===== src/rtl/sydec_pkg.sv =====
// shared types, constants and character decoders of the syllable word decoder
// no dependencies; used by every module of the block
package sydec_pkg;

    localparam int CHAR_W  = 8;
    localparam int MAG_W   = 63;
    localparam int VALUE_W = 64;
    localparam int GRP_W   = 5;
    localparam int VOW_W   = 3;
    localparam int DIGIT_W = 7;

    localparam logic [CHAR_W-1:0] CH_END = 8'h00;
    localparam logic [CHAR_W-1:0] CH_A   = 8'h61;
    localparam logic [CHAR_W-1:0] CH_B   = 8'h62;
    localparam logic [CHAR_W-1:0] CH_C   = 8'h63;
    localparam logic [CHAR_W-1:0] CH_D   = 8'h64;
    localparam logic [CHAR_W-1:0] CH_E   = 8'h65;
    localparam logic [CHAR_W-1:0] CH_F   = 8'h66;
    localparam logic [CHAR_W-1:0] CH_G   = 8'h67;
    localparam logic [CHAR_W-1:0] CH_H   = 8'h68;
    localparam logic [CHAR_W-1:0] CH_I   = 8'h69;
    localparam logic [CHAR_W-1:0] CH_J   = 8'h6a;
    localparam logic [CHAR_W-1:0] CH_K   = 8'h6b;
    localparam logic [CHAR_W-1:0] CH_L   = 8'h6c;
    localparam logic [CHAR_W-1:0] CH_M   = 8'h6d;
    localparam logic [CHAR_W-1:0] CH_N   = 8'h6e;
    localparam logic [CHAR_W-1:0] CH_O   = 8'h6f;
    localparam logic [CHAR_W-1:0] CH_P   = 8'h70;
    localparam logic [CHAR_W-1:0] CH_R   = 8'h72;
    localparam logic [CHAR_W-1:0] CH_S   = 8'h73;
    localparam logic [CHAR_W-1:0] CH_T   = 8'h74;
    localparam logic [CHAR_W-1:0] CH_U   = 8'h75;
    localparam logic [CHAR_W-1:0] CH_W   = 8'h77;
    localparam logic [CHAR_W-1:0] CH_X   = 8'h78;
    localparam logic [CHAR_W-1:0] CH_Y   = 8'h79;
    localparam logic [CHAR_W-1:0] CH_Z   = 8'h7a;

    localparam logic [GRP_W-1:0] GRP_B  = 5'd0;
    localparam logic [GRP_W-1:0] GRP_CH = 5'd1;
    localparam logic [GRP_W-1:0] GRP_D  = 5'd2;
    localparam logic [GRP_W-1:0] GRP_F  = 5'd3;
    localparam logic [GRP_W-1:0] GRP_G  = 5'd4;
    localparam logic [GRP_W-1:0] GRP_H  = 5'd5;
    localparam logic [GRP_W-1:0] GRP_J  = 5'd6;
    localparam logic [GRP_W-1:0] GRP_K  = 5'd7;
    localparam logic [GRP_W-1:0] GRP_L  = 5'd8;
    localparam logic [GRP_W-1:0] GRP_M  = 5'd9;
    localparam logic [GRP_W-1:0] GRP_N  = 5'd10;
    localparam logic [GRP_W-1:0] GRP_P  = 5'd11;
    localparam logic [GRP_W-1:0] GRP_R  = 5'd12;
    localparam logic [GRP_W-1:0] GRP_S  = 5'd13;
    localparam logic [GRP_W-1:0] GRP_SH = 5'd14;
    localparam logic [GRP_W-1:0] GRP_T  = 5'd15;
    localparam logic [GRP_W-1:0] GRP_TS = 5'd16;
    localparam logic [GRP_W-1:0] GRP_W_ = 5'd17;
    localparam logic [GRP_W-1:0] GRP_Y  = 5'd18;
    localparam logic [GRP_W-1:0] GRP_Z  = 5'd19;

    typedef enum logic [2:0] {
        PH_START,
        PH_SIGN,
        PH_SYL,
        PH_VOWEL,
        PH_C,
        PH_S,
        PH_T
    } phase_t;

    typedef struct packed {
        logic             hit;
        logic [VOW_W-1:0] code;
    } vowel_t;

    typedef struct packed {
        logic             hit;
        logic [GRP_W-1:0] code;
    } group_t;

    typedef struct packed {
        logic [VALUE_W-1:0] value;
        logic               is_error;
    } word_result_t;

    function automatic vowel_t vowel_code(input logic [CHAR_W-1:0] ch);
        vowel_t v;
        v.hit = 1'b1;
        unique case (ch)
            CH_A:    v.code = 3'd0;
            CH_I:    v.code = 3'd1;
            CH_U:    v.code = 3'd2;
            CH_E:    v.code = 3'd3;
            CH_O:    v.code = 3'd4;
            default:
            begin
                v.hit  = 1'b0;
                v.code = 3'd0;
            end
        endcase
        return v;
    endfunction

    // single-letter consonants that need no look-ahead
    function automatic group_t plain_group(input logic [CHAR_W-1:0] ch);
        group_t g;
        g.hit = 1'b1;
        unique case (ch)
            CH_B:    g.code = GRP_B;
            CH_D:    g.code = GRP_D;
            CH_F:    g.code = GRP_F;
            CH_G:    g.code = GRP_G;
            CH_H:    g.code = GRP_H;
            CH_J:    g.code = GRP_J;
            CH_K:    g.code = GRP_K;
            CH_L:    g.code = GRP_L;
            CH_M:    g.code = GRP_M;
            CH_N:    g.code = GRP_N;
            CH_P:    g.code = GRP_P;
            CH_R:    g.code = GRP_R;
            CH_W:    g.code = GRP_W_;
            CH_Y:    g.code = GRP_Y;
            CH_Z:    g.code = GRP_Z;
            default:
            begin
                g.hit  = 1'b0;
                g.code = GRP_B;
            end
        endcase
        return g;
    endfunction

endpackage


===== src/rtl/sydec_accum.sv =====
// base-100 multiply-add of the magnitude with one syllable digit, plus overflow
// depends on sydec_pkg
module sydec_accum
    import sydec_pkg::*;
(
    input  logic [MAG_W-1:0] magnitude,
    input  logic [GRP_W-1:0] grp,
    input  logic [VOW_W-1:0] vow,
    output logic [MAG_W-1:0] sum,
    output logic             overflow
);

    // 100 * (2^63 - 1) + 99 fits in 70 bits; one spare
    localparam int WIDE_W = MAG_W + 8;

    logic [DIGIT_W-1:0] digit;
    logic [WIDE_W-1:0]  mag_wide;
    logic [WIDE_W-1:0]  wide_sum;

    // digit = grp * 5 + vow
    assign digit = {grp, 2'b00} + DIGIT_W'(grp) + DIGIT_W'(vow);

    assign mag_wide = {8'd0, magnitude};

    // x * 100 = x * 64 + x * 32 + x * 4
    assign wide_sum = (mag_wide << 6) + (mag_wide << 5) + (mag_wide << 2)
                    + WIDE_W'(digit);

    assign sum      = wide_sum[MAG_W-1:0];
    assign overflow = |wide_sum[WIDE_W-1:MAG_W];

endmodule


===== src/rtl/sydec_parser.sv =====
// syllable parser: word state registers and next-state logic for one character
// depends on sydec_pkg and sydec_accum
module sydec_parser
    import sydec_pkg::*;
(
    input  logic              clk,
    input  logic              rst_n,
    input  logic              take,
    input  logic [CHAR_W-1:0] ch,
    output word_result_t      result
);

    phase_t           phase_reg, phase_next;
    logic [MAG_W-1:0] magnitude_reg, magnitude_next;
    logic             negative_reg, negative_next;
    logic             failed_reg, failed_next;
    logic [GRP_W-1:0] group_reg, group_next;

    vowel_t           vw;
    group_t           pg;
    logic [MAG_W-1:0] acc_sum;
    logic             acc_ovf;
    logic             word_err;
    logic [VALUE_W-1:0] mag_ext;

    assign vw = vowel_code(ch);
    assign pg = plain_group(ch);

    sydec_accum u_accum (
        .magnitude (magnitude_reg),
        .grp       (group_reg),
        .vow       (vw.code),
        .sum       (acc_sum),
        .overflow  (acc_ovf)
    );

    assign word_err = failed_reg || !(phase_reg == PH_START || phase_reg == PH_SYL);
    assign mag_ext  = {1'b0, magnitude_reg};

    always_comb
    begin
        result.is_error = word_err;
        if (word_err)
        begin
            result.value = '0;
        end
        else if (negative_reg)
        begin
            result.value = -mag_ext;
        end
        else
        begin
            result.value = mag_ext;
        end
    end

    always_ff @(posedge clk or negedge rst_n)
    begin
        if (!rst_n)
        begin
            phase_reg     <= PH_START;
            magnitude_reg <= '0;
            negative_reg  <= 1'b0;
            failed_reg    <= 1'b0;
            group_reg     <= '0;
        end
        else
        begin
            phase_reg     <= phase_next;
            magnitude_reg <= magnitude_next;
            negative_reg  <= negative_next;
            failed_reg    <= failed_next;
            group_reg     <= group_next;
        end
    end

    always_comb
    begin
        phase_next     = phase_reg;
        magnitude_next = magnitude_reg;
        negative_next  = negative_reg;
        failed_next    = failed_reg;
        group_next     = group_reg;

        if (take)
        begin
            if (ch == CH_END)
            begin
                phase_next     = PH_START;
                magnitude_next = '0;
                negative_next  = 1'b0;
                failed_next    = 1'b0;
                group_next     = '0;
            end
            else if (!failed_reg)
            begin
                unique case (phase_reg)
                    PH_START, PH_SYL:
                    begin
                        // sign prefix only counts at the very start
                        if (phase_reg == PH_START && ch == CH_X)
                        begin
                            phase_next = PH_SIGN;
                        end
                        else if (pg.hit)
                        begin
                            group_next = pg.code;
                            phase_next = PH_VOWEL;
                        end
                        else if (ch == CH_C)
                        begin
                            phase_next = PH_C;
                        end
                        else if (ch == CH_S)
                        begin
                            group_next = GRP_S;
                            phase_next = PH_S;
                        end
                        else if (ch == CH_T)
                        begin
                            group_next = GRP_T;
                            phase_next = PH_T;
                        end
                        else
                        begin
                            failed_next = 1'b1;
                        end
                    end
                    PH_SIGN:
                    begin
                        if (ch == CH_A)
                        begin
                            negative_next = 1'b1;
                            phase_next    = PH_SYL;
                        end
                        else
                        begin
                            failed_next = 1'b1;
                        end
                    end
                    PH_C:
                    begin
                        if (ch == CH_H)
                        begin
                            group_next = GRP_CH;
                            phase_next = PH_VOWEL;
                        end
                        else
                        begin
                            failed_next = 1'b1;
                        end
                    end
                    PH_VOWEL, PH_S, PH_T:
                    begin
                        if (phase_reg == PH_S && ch == CH_H)
                        begin
                            group_next = GRP_SH;
                            phase_next = PH_VOWEL;
                        end
                        else if (phase_reg == PH_T && ch == CH_S)
                        begin
                            group_next = GRP_TS;
                            phase_next = PH_VOWEL;
                        end
                        else if (vw.hit && !acc_ovf)
                        begin
                            magnitude_next = acc_sum;
                            phase_next     = PH_SYL;
                        end
                        else
                        begin
                            // bad vowel or magnitude past 2^63-1
                            failed_next = 1'b1;
                        end
                    end
                    default:
                    begin
                        failed_next = 1'b1;
                    end
                endcase
            end
        end
    end

endmodule


===== src/rtl/syllable_word_to_integer_decoder_unit.sv =====
// top level of the syllable word decoder: input beat register, parser, result register
// depends on sydec_pkg and sydec_parser
//
//  channel  | direction | payload
//  ---------+-----------+--------------------------------------------------
//  s_axis   | in        | tdata[7:0] character (0 ends the word)
//  m_axis   | out       | tdata[63:0] value (signed), tuser[0] is_error
//
// one character per cycle, unless an end character waits on a full result register;
// the parser updates word state from the input register, so beats arrive back to back.
// the result register loads a result beat when the parser takes its ending character.
// only an end character waits on a full result register; letters keep flowing.
// rst_n clears the word state and both valid flags.
module syllable_word_to_integer_decoder_unit
    import sydec_pkg::*;
(
    input  logic               clk,
    input  logic               rst_n,
    input  logic               s_axis_tvalid,
    output logic               s_axis_tready,
    input  logic [CHAR_W-1:0]  s_axis_tdata,   // [7:0] character
    output logic               m_axis_tvalid,
    input  logic               m_axis_tready,
    output logic [VALUE_W-1:0] m_axis_tdata,   // [63:0] value
    output logic               m_axis_tuser    // [0] is_error
);

    logic              in_valid_reg;
    logic [CHAR_W-1:0] ch_reg;
    logic              out_valid_reg;
    logic [VALUE_W-1:0] value_reg;
    logic              err_reg;

    logic              out_free;
    logic              take;
    logic              emit;
    word_result_t      result;

    assign out_free = !out_valid_reg || m_axis_tready;
    assign take     = in_valid_reg && (ch_reg != CH_END || out_free);
    assign emit     = take && ch_reg == CH_END;

    assign s_axis_tready = !in_valid_reg || take;

    sydec_parser u_parser (
        .clk    (clk),
        .rst_n  (rst_n),
        .take   (take),
        .ch     (ch_reg),
        .result (result)
    );

    always_ff @(posedge clk or negedge rst_n)
    begin
        if (!rst_n)
        begin
            in_valid_reg  <= 1'b0;
            out_valid_reg <= 1'b0;
        end
        else
        begin
            if (s_axis_tready)
            begin
                in_valid_reg <= s_axis_tvalid;
            end
            if (out_free)
            begin
                out_valid_reg <= emit;
            end
        end
    end

    always_ff @(posedge clk)
    begin
        if (s_axis_tvalid && s_axis_tready)
        begin
            ch_reg <= s_axis_tdata;
        end
        if (emit)
        begin
            value_reg <= result.value;
            err_reg   <= result.is_error;
        end
    end

    assign m_axis_tvalid = out_valid_reg;
    assign m_axis_tdata  = value_reg;
    assign m_axis_tuser  = err_reg;

endmodule

===== config.mk =====
export PLATFORM = sky130hd
export DESIGN_NAME = syllable_word_to_integer_decoder_unit
export DESIGN_NICKNAME = d
export VERILOG_FILES = /design/src/rtl/sydec_pkg.sv /design/src/rtl/sydec_accum.sv /design/src/rtl/sydec_parser.sv /design/src/rtl/syllable_word_to_integer_decoder_unit.sv
export SDC_FILE = /design/constraint.sdc
export NUM_CORES = 1
export LEC_CHECK = 0
export BUFFER_PORTS_ARGS = -buffer_cell sky130_fd_sc_hd__buf_2
export CORE_MARGIN = 1.5
export CORE_UTILIZATION = 58
export CTS_CLUSTER_SIZE = 24
export DETAILED_ROUTE_END_ITERATION = 12
export PLACE_DENSITY_LB_ADDON = 0.12
export SLEW_MARGIN = 0
export SYNTH_ARGS = -nofsm -noshare
export SYNTH_HDL_FRONTEND = slang
export SYNTH_SLANG_ARGS = --single-unit

===== constraint.sdc =====
create_clock -name clk -period 6.03 [get_ports clk]
set_input_delay 1.206 -clock clk [delete_from_list [all_inputs] [get_ports clk]]
set_output_delay 1.206 -clock clk [all_outputs]
set_load 0.01 [all_outputs]

# Word level (Yosys, flattened, before mapping)
# Cells that the tools add are included.
# W data, S select, Z words.
# totals
out_inout_bits	67
reg_bits	148
inputBits	12
wordCells	146
# op_classes
bitwise_logic	1
n_mux	52
n_reduce_logical	35
n_eq_ne	41
n_addsub	6
# op_table
op	n
$mux W63	7
$eq A8 B7 Y1 const B	24
$add A70 B65 Y71	1
$add A71 B7 Y71	1
$add A69 B68 Y70	1
$pmux W5 S14	1
$neg A63 Y64	1
$mux W5	10
$mux W3	12
$pmux W3 S4	2
$mux W1	18
$pmux W5 S3	1
$reduce_or A15 Y1	1
$ne A5 B2 Y1 const B	2
$eq A3 B3 Y1 const B	3
$logic_not A8 Y1	1
$reduce_and A8 Y1	1
$reduce_bool A2 Y1	4
$reduce_bool A8 Y1	1
$reduce_or A8 Y1	1
$add A7 B3 Y7	1
$add A7 B5 Y7	1
$logic_and A1 B1 Y1	7
$ne A7 B2 Y1 const B	1
20 further kinds	32

# Longest topological paths before layout
# depth
depth_word	13
depth_mapped	28
mapped_depth_nobuf	26

# Cells and area by module
# A second synthesis with hierarchy kept.
# unflattened
cells_unflattened	1565
hier_area_um2	14196.1
# by_module_without_submodules
mod	instances	area_each_um2	cells_each
sydec_accum	1	6414.9	755
sydec_parser	1	5450.2	724
syllable_word_to_integer_decoder_unit	1	2331.0	86

# Worst setup path after synthesis
# Ideal clock, no wire load.
# synth_timing
kind	reg2reg
start	reg ch_reg[2]
end	reg u_parser.magnitude_reg[54]
slack_ns	-0.423
period_less_slack_ns	6.453
required_ns	5.907
arrival_ns	6.330
path_stages_with_launch	28
path_buffers	4
path_cell_list	edfxtp_1 -> clkbuf_1 -> clkbuf_1 -> nand4_1 -> fa_1 -> inv_1 -> ha_1 -> a21o_1 -> a21oi_1 -> o21bai_1 -> a21oi_1 -> xnor2_1 -> fa_1 -> fa_1 -> ha_1 -> a211oi_1 -> o211ai_1 -> a21oi_1 -> nor2_1 -> a31o_2 -> a311oi_2 -> o32ai_1 -> nor4b_4 -> a21oi_4 -> buf_6 -> buf_6 -> a21oi_1 -> a21oi_2
# synth_via
elab_chain_len	10
elab_cells_between_ends	33
classes_between	add/sub (2); eq/ne (10); mux (8); reduce/logical (13)
# synth_rtl
element	line	source
start: declaration	syllable_word_to_integer_decoder_unit.sv:29	logic [CHAR_W-1:0] ch_reg;
start signal: assignment	syllable_word_to_integer_decoder_unit.sv:77	ch_reg <= s_axis_tdata;
$eq A8 B7 Y1	sydec_pkg.sv:87	unique case (ch)
$pmux W3 S4	sydec_pkg.sv:87	
$add A7 B3 Y7	sydec_accum.sv:21	assign digit = {grp, 2'b00} + DIGIT_W'(grp) + DIGIT_W'(vow);
$add A71 B7 Y71	sydec_accum.sv:27	+ WIDE_W'(digit);
$mux W63	sydec_parser.sv:165	else if (vw.hit && !acc_ovf)
$mux W63	sydec_parser.sv:160	else if (phase_reg == PH_T && ch == CH_S)
$mux W63	sydec_parser.sv:155	if (phase_reg == PH_S && ch == CH_H)
$mux W63	sydec_parser.sv:97	unique case (phase_reg)
$mux W63	sydec_parser.sv:95	else if (!failed_reg)
$mux W63	sydec_parser.sv:87	if (ch == CH_END)
end signal: assignment	sydec_parser.sv:70	magnitude_reg <= magnitude_next;
end: declaration	sydec_parser.sv:14	logic [MAG_W-1:0] magnitude_reg, magnitude_next;
# Several ways; a longest one is shown, not always the timed one. The select of a mux whose other input is x is not followed.
# A chain may end at the register's enable or synchronous reset.

# Final worst setup path
# layout_timing
start	reg ch_reg[7]
end	reg u_parser.magnitude_reg[61]
# The elaborated chain is that of the path after synthesis.

==> results_dict.tcl <==
set metrics [dict create \
    max_stage_delay_cell_worst_path "sky130_fd_sc_hd__fa_1" \
    finalSetupTns_ps -13880 \
    starting_density_of_the_core 0.592 \
    wl_mm 40.4 \
    tritoncts_num_sinks 148 \
    asyncSetResetFlopFracSynth 0.507 \
    count_of_pins_on_the_block_boundary 79 \
    violations "negative setup slack" \
    route.antenna.remaining_nets 0 \
    hpwlAfterDp_mm 29.9 \
    worstPathArrival_ps 6660 \
    finish.utilization 0.684 \
    post_synth_edffs 73 \
    drt_pass1_iterations 7 \
    netlist_area_sq_mm 0.0149 \
    hold_slack_ps 576 \
    final-hold-violation-count 0 \
    ys_ff_latch 148 \
    ir_worst_vdd_uv 294 \
    most_common_flop_cell_mapped_by_yosys "sky130_fd_sc_hd__dfrtp_1" \
    globalRoute.totalOverflow 0 \
    power.static_leakage_nw 7.67 \
    post_drt_via_cell_ratio 6.11 \
    worst_slew_slack_as_a_fraction_of_its_limit 0.318 \
    drc 0 \
    synth-seq-area-share 0.273 \
    synth.avg_cell_area_sq_um 8.99 \
    cts_made_buffers 17 \
    critical_path.max_stage_delay_ps 570 \
    switching_power_mw 4.75 \
    power_frac_comb 0.729 \
    internal_power_mw 4.44 \
    number_of_max_cap_violations 0 \
    outcome "finished, violations left" \
    worst_slack_ps -297 \
    design.die.area_sq_mm 0.0267 \
    achievable-frequency_mhz 158 \
    signed_area_change_from_the_synthesized_netlist_to_the_final_layout_pct 15.4 \
    fp.dieH_um 163 \
    first_global_vias 12800 \
    critPathCaptureType "flip-flop" \
    seqPwrFrac 0.140 \
    largest_register_ffs 64 \
    antennaDiodeCount 0 \
    cts_root_buffer "sky130_fd_sc_hd__clkbuf_16" \
    layout.area.seq_sq_mm 0.00407 \
    floorplan.die.width_um 163 \
    finalWorstPathRequiredPeriod_ps 6330 \
    fp.coreArea_sq_mm 0.0252 \
    grt_first_pass_wirelength_mm 64.3 \
    skew_ps 15.0 \
    route.detailed.wl_per_inst_um 19.1 \
    synth_cell_types 78 \
    hold_path_class "reg -> reg" \
    final_critical_path_share_of_the_clock_period 1.05 \
    fillCellCount 2060 \
    grt_start_max_net_pins 76 \
    setup.worst_path.start_class "flip-flop" \
    htreeDepth 4 \
    crit_required_ps 6360 \
    power.share.switching 0.517 \
    setup_repair_after_global_routing_missed_its_margin "yes" \
    rows 58 \
    mostFrequentLayoutCell "sky130_fd_sc_hd__ha_1" \
    layout_common_cells "sky130_fd_sc_hd__ha_1 (203), sky130_fd_sc_hd__a21oi_1 (154), sky130_fd_sc_hd__nand2_1 (149), sky130_fd_sc_hd__nor2_1 (139), sky130_fd_sc_hd__inv_1 (101)" \
    layout-drive-gt1-share 0.166 \
    synth_cells 1660 \
    dr_total_vias 12900 \
    final_net_count 2055 \
    mappedNetlistNets 1943 \
    maximum_fanout_count_along_the_critical_path 7 \
    worst-slew-pin-transition_ps 1020 \
    power_density_mw_per_mm2 533 \
    yosys_warnings 0 \
    report.final.slew_viol_count 0 \
    holdBufCountCts 0 \
    grt_antenna_before_repair 0 \
    cts.clk_slew.worst_paths_ps 70 \
    first_iter_violations 982 \
    groute.usage.overall 0.304 \
    max_clock_buf_depth 2 \
    worstSkewPairLatency_ps 440 \
    place_congestion 0.959 \
    power_frac_clock 0.130 \
    io_buffer_count 78 \
    worst-setup-path-type "reg -> reg" \
    cp_num_buf_inv 3 \
    critical_path.top_delay_family "compound AO/OA/AOI/OAI gates" \
    multi_input_area_sq_mm 0.0105 \
    tritoncts "yes" \
    report.final.setup_viol 67 \
]
-- logic make-up (layout without fill, tap and decap cells) --
kind of cell               after synthesis  in the layout  synth area share
xor gates and xnor gates               116            116            0.0681
AOI/OAI and AO/OA                      449            449             0.186
and+or+nand+nor                        480            480             0.153
buffers and inverters                  182            307            0.0501
adders and majority gates              271            271             0.259
DFF                                    148            148             0.273
muxes                                   14             14            0.0104
-- what timing repair did --
item	in CTS	in global routing
pin swaps	28	11
gates cloned	0	5
gates resized for setup	25	37
setup buffers	24	6
setup endpoints to repair	67	67
-- cells in the mapped netlist (22+ instances only) --
cell / instances / area, sq um
sky130_fd_sc_hd__ha_1: 207 / 2590
sky130_fd_sc_hd__a21oi_1: 171 / 856
sky130_fd_sc_hd__nand2_1: 151 / 567
sky130_fd_sc_hd__nor2_1: 140 / 526
sky130_fd_sc_hd__inv_1: 102 / 383
sky130_fd_sc_hd__o21ai_0: 96 / 480
sky130_fd_sc_hd__xnor2_1: 90 / 788
sky130_fd_sc_hd__dfrtp_1: 75 / 1880
sky130_fd_sc_hd__edfxtp_1: 73 / 2190
sky130_fd_sc_hd__fa_1: 64 / 1280
sky130_fd_sc_hd__nand4_1: 48 / 300
sky130_fd_sc_hd__clkbuf_1: 43 / 161
sky130_fd_sc_hd__a21o_1: 30 / 225
sky130_fd_sc_hd__buf_2: 27 / 135
sky130_fd_sc_hd__xor2_1: 26 / 228
sky130_fd_sc_hd__nand3_1: 25 / 125
sky130_fd_sc_hd__o31ai_1: 24 / 180
sky130_fd_sc_hd__nor3_1: 22 / 110
-- worst min-delay path: cells and delay by family, from the launching register on --
kind          cells  cell delay (ps)
flops             1              360
simple gates      2              180
-- cell type report --
cell class	instances	area share
multi-input cells	1330	0.609
flip-flops and latches	148	0.236
repair buffers	172	0.0719
clock buffers	19	0.0251
well taps	330	0.0240
inverters	103	0.0225
clock inverters	13	0.0116
-- power groups by stage --
| stage | Clock [mW] | Sequential, mW | Combinational (mW) |
|---|---|---|---|
| 6_report | 1.20 | 1.29 | 6.70 |
| 5_1_grt | 1.24 | 1.31 | 7.33 |
| 2_1_floorplan | 0 | 1.26 | 4.41 |
| 3_5_place_dp | 0 | 1.31 | 6.05 |
| 4_1_cts | 1.20 | 1.29 | 6.37 |
| 3_3_place_gp | 0 | 1.31 | 6.03 |
-- metrics by stage --
stage,instances,worst slack (ps),power [mW],instance area [sq um]
after global placement,2049,-186,7.34,15900
after floorplan,1660,-31.7,5.67,15000
after global routing,2115,-580,9.88,17200
after CTS,2105,-255,8.87,16900
after detailed placement,2049,-365,7.35,15900
final,2115,-297,9.18,17200
-- path summary, 6_finish.rpt --
| kind | from | to | slack, ps | depth (start not counted) |
|---|---|---|---|---|
| max | ch_reg[7]$_DFFE_PP_ | u_parser.magnitude_reg[61]$_DFFE_PN0P_ | -300 | 26 |
| min | m_axis_tvalid$_DFFE_PN0P_ | m_axis_tvalid$_DFFE_PN0P_ | 580 | 2 |
| max reg2reg | ch_reg[7]$_DFFE_PP_ | u_parser.magnitude_reg[61]$_DFFE_PN0P_ | -300 | 26 |
| min reg2reg | m_axis_tvalid$_DFFE_PN0P_ | m_axis_tvalid$_DFFE_PN0P_ | 580 | 2 |
| max in group asynchronous | rst_n | u_parser.magnitude_reg[39]$_DFFE_PN0P_ | 4420 | 1 |
| min in group asynchronous | rst_n | u_parser.magnitude_reg[2]$_DFFE_PN0P_ | 940 | 1 |
-- per-layer routing --
| layer | GRT usage | vias to the layer above | routed length, um |
|---|---|---|---|
| met5 | 0 | - | 0 |
| met4 | 0.110 | 0 | 1110 |
| met3 | 0.0345 | 83 | 1930 |
| met2 | 0.515 | 385 | 19300 |
| met1 | 0.402 | 6341 | 18000 |
| li1 | - | 6122 | - |
No activity file was read; power rests on OpenSTA's default activity.
